`config.mk`:
```
export PLATFORM = sky130hd
export DESIGN_NAME = cctl_front
export DESIGN_NICKNAME = d
export VERILOG_FILES = /design/src/rtl/core/cctl_pkg.sv /design/src/rtl/core/cctl_front.sv
export SDC_FILE = /design/constraint.sdc
export NUM_CORES = 1
export LEC_CHECK = 0
export BUFFER_PORTS_ARGS = -buffer_cell sky130_fd_sc_hd__buf_2
export CORE_ASPECT_RATIO = 1.1
export CORE_UTILIZATION = 40
export CTS_BUF_LIST = sky130_fd_sc_hd__clkbuf_8
export DETAILED_ROUTE_END_ITERATION = 10
export PLACE_DENSITY = 0.67
export SLEW_MARGIN = 25
export SYNTH_ARGS = -nofsm -noshare
export SYNTH_HDL_FRONTEND = slang
export SYNTH_SLANG_ARGS = --single-unit
```
`constraint.sdc`:
```
create_clock -name clk -period 7.7 [get_ports clk]
set_clock_uncertainty 0.15 [all_clocks]
set_input_delay 1.155 -clock clk [delete_from_list [all_inputs] [get_ports clk]]
set_output_delay 1.155 -clock clk [all_outputs]
set_load 0.1 [all_outputs]
```
`src/rtl/core/cctl_pkg.sv`:
```
`default_nettype none
package cctl_pkg;

	localparam int unsigned DefTableDepth = 256;

	localparam int unsigned DataW = 72;
	localparam int unsigned ResW  = 64;

	typedef enum logic [1:0] {
		KIND_CLEAR  = 2'd0,
		KIND_INSERT = 2'd1,
		KIND_LOOKUP = 2'd2,
		KIND_RSVD   = 2'd3
	} kind_t;

	typedef enum logic [1:0] {
		ST_DONE  = 2'd0,
		ST_FOUND = 2'd1,
		ST_MISS  = 2'd2,
		ST_FULL  = 2'd3
	} status_t;

	typedef enum logic [1:0] {
		KEY_SJIS    = 2'd0,
		KEY_JIS     = 2'd1,
		KEY_UTF16   = 2'd2,
		KEY_UNKNOWN = 2'd3
	} key_sel_t;

	typedef struct packed {
		kind_t       kind;
		logic [15:0] sjis;
		logic [15:0] jis;
		logic [15:0] utf16;
		logic [15:0] code;
	} cmd_t;

	typedef enum logic [2:0] {
		BK_IDLE,
		BK_INS_RD,
		BK_INS_CMP,
		BK_LK_RD,
		BK_LK_CMP,
		BK_OUT
	} bk_state_t;

	function automatic logic [15:0] pick_key(input key_sel_t ks, input logic [47:0] e);
		logic [15:0] k;
		case (ks)
			KEY_SJIS:  k = e[15:0];
			KEY_JIS:   k = e[31:16];
			KEY_UTF16: k = e[47:32];
			default:   k = 16'd0;
		endcase
		return k;
	endfunction

endpackage
`default_nettype wire

```
`src/rtl/core/cctl_front.sv`:
```
`default_nettype none
module cctl_front
	import cctl_pkg::*;
(
	input  wire logic              clk,
	input  wire logic              arst_n,
	input  wire logic              s_valid,
	output logic                   s_ready,
	input  wire logic [DataW-1:0]  s_data,
	output logic                   q_valid,
	input  wire logic              q_ready,
	output cmd_t                   q_cmd
);

	cmd_t   buf_q [2];
	logic   wp_q, rp_q;
	logic   [1:0] cnt_q;
	cmd_t   in_cmd;
	logic   push, pop;

	always_comb begin
		in_cmd.kind  = kind_t'(s_data[1:0]);
		in_cmd.sjis  = s_data[17:2];
		in_cmd.jis   = s_data[33:18];
		in_cmd.utf16 = s_data[49:34];
		in_cmd.code  = s_data[65:50];
	end

	assign s_ready = (cnt_q != 2'd2);
	assign push    = s_valid && s_ready;
	assign q_valid = (cnt_q != 2'd0);
	assign pop     = q_valid && q_ready;
	assign q_cmd   = buf_q[rp_q];

	always_ff @(posedge clk) begin
		if (push) begin
			buf_q[wp_q] <= in_cmd;
		end
	end

	always_ff @(posedge clk or negedge arst_n) begin
		if (!arst_n) begin
			wp_q  <= 1'b0;
			rp_q  <= 1'b0;
			cnt_q <= 2'd0;
		end else begin
			if (push) wp_q <= ~wp_q;
			if (pop) rp_q <= ~rp_q;
			cnt_q <= cnt_q + {1'b0, push} - {1'b0, pop};
		end
	end

	a_cnt_range: assert property (@(posedge clk) disable iff (!arst_n) cnt_q != 2'd3)
		else $error("queue count out of range");
	a_full_no_push: assert property (@(posedge clk) disable iff (!arst_n)
		cnt_q == 2'd2 |-> !push) else $error("push into full queue");
	a_cnt_step: assert property (@(posedge clk) disable iff (!arst_n)
		push && !pop |=> cnt_q == $past(cnt_q) + 2'd1) else $error("count step");

endmodule
`default_nettype wire

```
==> impl_metrics.env <==
export IMPL_status="complete, no violations"
export IMPL_wl_per_cell_um=15.54
export IMPL_crit_type="flip-flop to primary output"
export IMPL_critical_path_max_stage_delay_ns=0.72
export IMPL_grt_usage_pct=13.76
export IMPL_die_area_um2=13140
export IMPL_cts_root_buffer="clkbuf_8"
export IMPL_synthesis_nets=300
export IMPL_fin_util_pct=51.85
export IMPL_worst_slew_pin_slew_ns=0.9546
export IMPL_rsz0062_at_grt="no"
export IMPL_grt_max_degree=67
export IMPL_max_cap_viol_count=0
export IMPL_yosysUniqueCellTypes=17
export IMPL_max_clock_path_buffers=2
export IMPL_numCtsBuffers=17
export IMPL_place_ws_ns=4.476
export IMPL_fmax_mhz=289.9
export IMPL_finalCritPeriodShare_pct=44.79
export IMPL_gp_congestion=0.6270
export IMPL_antenna_found_initial=1
export IMPL_cts_sinks=136
export IMPL_wirelength_um=8406
export IMPL_cp_cell_sequence="buf_16, mux2_2, buf_2"
export IMPL_detail_route_antenna_nets=0
export IMPL_io_pins=144
export IMPL_drt_drc_violations_left=0
export IMPL_use_met1_pct=14.85
export IMPL_start_kind="flip-flop"
export IMPL_setup_viol=0
export IMPL_dr_pass1_iters=4
export IMPL_io_buffers=137
export IMPL_hold_buffers=0
export IMPL_path_delay_family="flip-flops"
export IMPL_finalHoldViolCount=0
export IMPL_grt_pass1_vias=2657
export IMPL_mostFrequentLayoutCells="buf_2 (137), edfxtp_1 (132), mux2_2 (36)"
export IMPL_vias=2474
export IMPL_critPathBufInv=2
export IMPL_crit_path_top_delay_cell="dfrtp_4"
export IMPL_clkLatencyLatePin_ns=0.41
export IMPL_crit_arrival_ns=2.14
export IMPL_setup_ws_ns=4.251
export IMPL_cp_end_kind="primary output"
export IMPL_netlist_area_um2=5072
export IMPL_worstPathMaxFanout=44
export IMPL_hp_class="flip-flop to flip-flop"
export IMPL_clk_pin_slew_ns=0.07
export IMPL_synth_avg_cell_area_um2=22.85
export IMPL_postCtsResizedCells=0
export IMPL_drv_slew=0
export IMPL_grt_overflow=0
export IMPL_dpl_hpwl_um=5368
export IMPL_core_area_um2=12190
export IMPL_num_rows=42
export IMPL_htree_levels=4
export IMPL_syn2layout_area_growth_pct=24.62
export IMPL_grt_pass1_wl_um=13080
export IMPL_gr_usage_met3_pct=5.703
export IMPL_finalNetCount=451
export IMPL_die_y_um=120.1
export IMPL_setup_tns_ns=0
export IMPL_grt_busiest_layer="met2"
export IMPL_initial_core_util_pct=41.61
export IMPL_final_common_cell="buf_2"
export IMPL_period_minus_slack_ns=3.449
export IMPL_yosysWarnings=0
export IMPL_slew_headroom_pct=36.36
export IMPL_synth_seq_cells=136
export IMPL_cts_tree="built"
export IMPL_syn_inst=222
export IMPL_cts_setup_buffers=0
export IMPL_ys_seq_area_share_pct=80.12
export IMPL_required_ns=6.39
export IMPL_via_per_inst=4.573
export IMPL_gr_usage_met2_pct=23.62
export IMPL_fp_dieW_um=109.4
export IMPL_drt_iter0_drc=113
export IMPL_drive_gt1_share_pct=61.14
## per-layer routing
| metal | routed length, µm | part of all wire [%] |
|---|---|---|
| met5 | 0 | 0 |
| met4 | 108 | 1.3 |
| met3 | 590 | 7.0 |
| met2 | 4293 | 51 |
| met1 | 3415 | 41 |
## cells in the mapped netlist
master,instances,area share [%]
nor2_1,1,0.074
xnor2_1,3,0.52
xor2_1,1,0.17
dfrtp_1,4,2.0
buf_2,3,0.30
ha_1,2,0.49
mux2_4,30,8.9
or2_1,1,0.12
mux2_2,36,8.0
nand2_1,1,0.074
and3_1,1,0.12
buf_6,3,0.67
nand2b_1,1,0.12
inv_1,1,0.074
and2_1,1,0.12
buf_4,1,0.15
edfxtp_1,132,78
## path summary, 6_finish.rpt
kind	start	end	slack, ns	cells past startpoint
max	rp_q$_DFFE_PN0P_	q_cmd[60]	4.25	3
min	cnt_q[0]$_DFF_PN0_	cnt_q[0]$_DFF_PN0_	0.38	1
max reg2reg	cnt_q[1]$_DFF_PN0_	buf_q[0][31]$_DFFE_PP_	5.23	4
min reg2reg	cnt_q[0]$_DFF_PN0_	cnt_q[0]$_DFF_PN0_	0.38	1
max in group asynchronous	arst_n	rp_q$_DFFE_PN0P_	6.87	1
min in group asynchronous	arst_n	wp_q$_DFFE_PN0N_	0.39	1
## flip-flops by register name (all words and copies together), names as in the netlist
register / count
rp_q: 1
buf_q: 132
wp_q: 1
cnt_q: 2
## cells by family after synthesis
logic type,count (synthesis),synth area share [%]
fa+ha+maj,2,0.4933
simple gates,6,0.6415
flops,136,80.12
buf+inv,8,1.184
xor+xnor,4,0.6908
mux,66,16.87
## area by class of cell
class	instances	area, µm²
flip-flops and latches	136	4068
diodes	1	2.502
multi-input cells	78	960.9
inverters	1	3.754
fillers	1057	5871
clock buffers	17	234.0
repair buffers	139	720.7
well taps	154	192.7
clock inverters	15	138.9
## per-stage QoR
stage,instance area [µm²],hold slack [ns],cells
after floorplan,5072,0.3108,222
after global placement,5918,0.3439,507
after detailed placement,5946,0.3648,508
after CTS,6319,0.3561,540
after global routing,6319,0.3467,540
final,6321,0.3766,541
## worst register-to-register path, delay by kind of cell (launching register included)
family,cells,cell delay (ns)
buffers and inverters,1,0.58
DFF,1,0.41
and+or+nand+nor,3,0.95
Power is left out: the tool's default activity adds up to more than one toggle a clock period on the data nets, which glitch-free logic cannot reach.
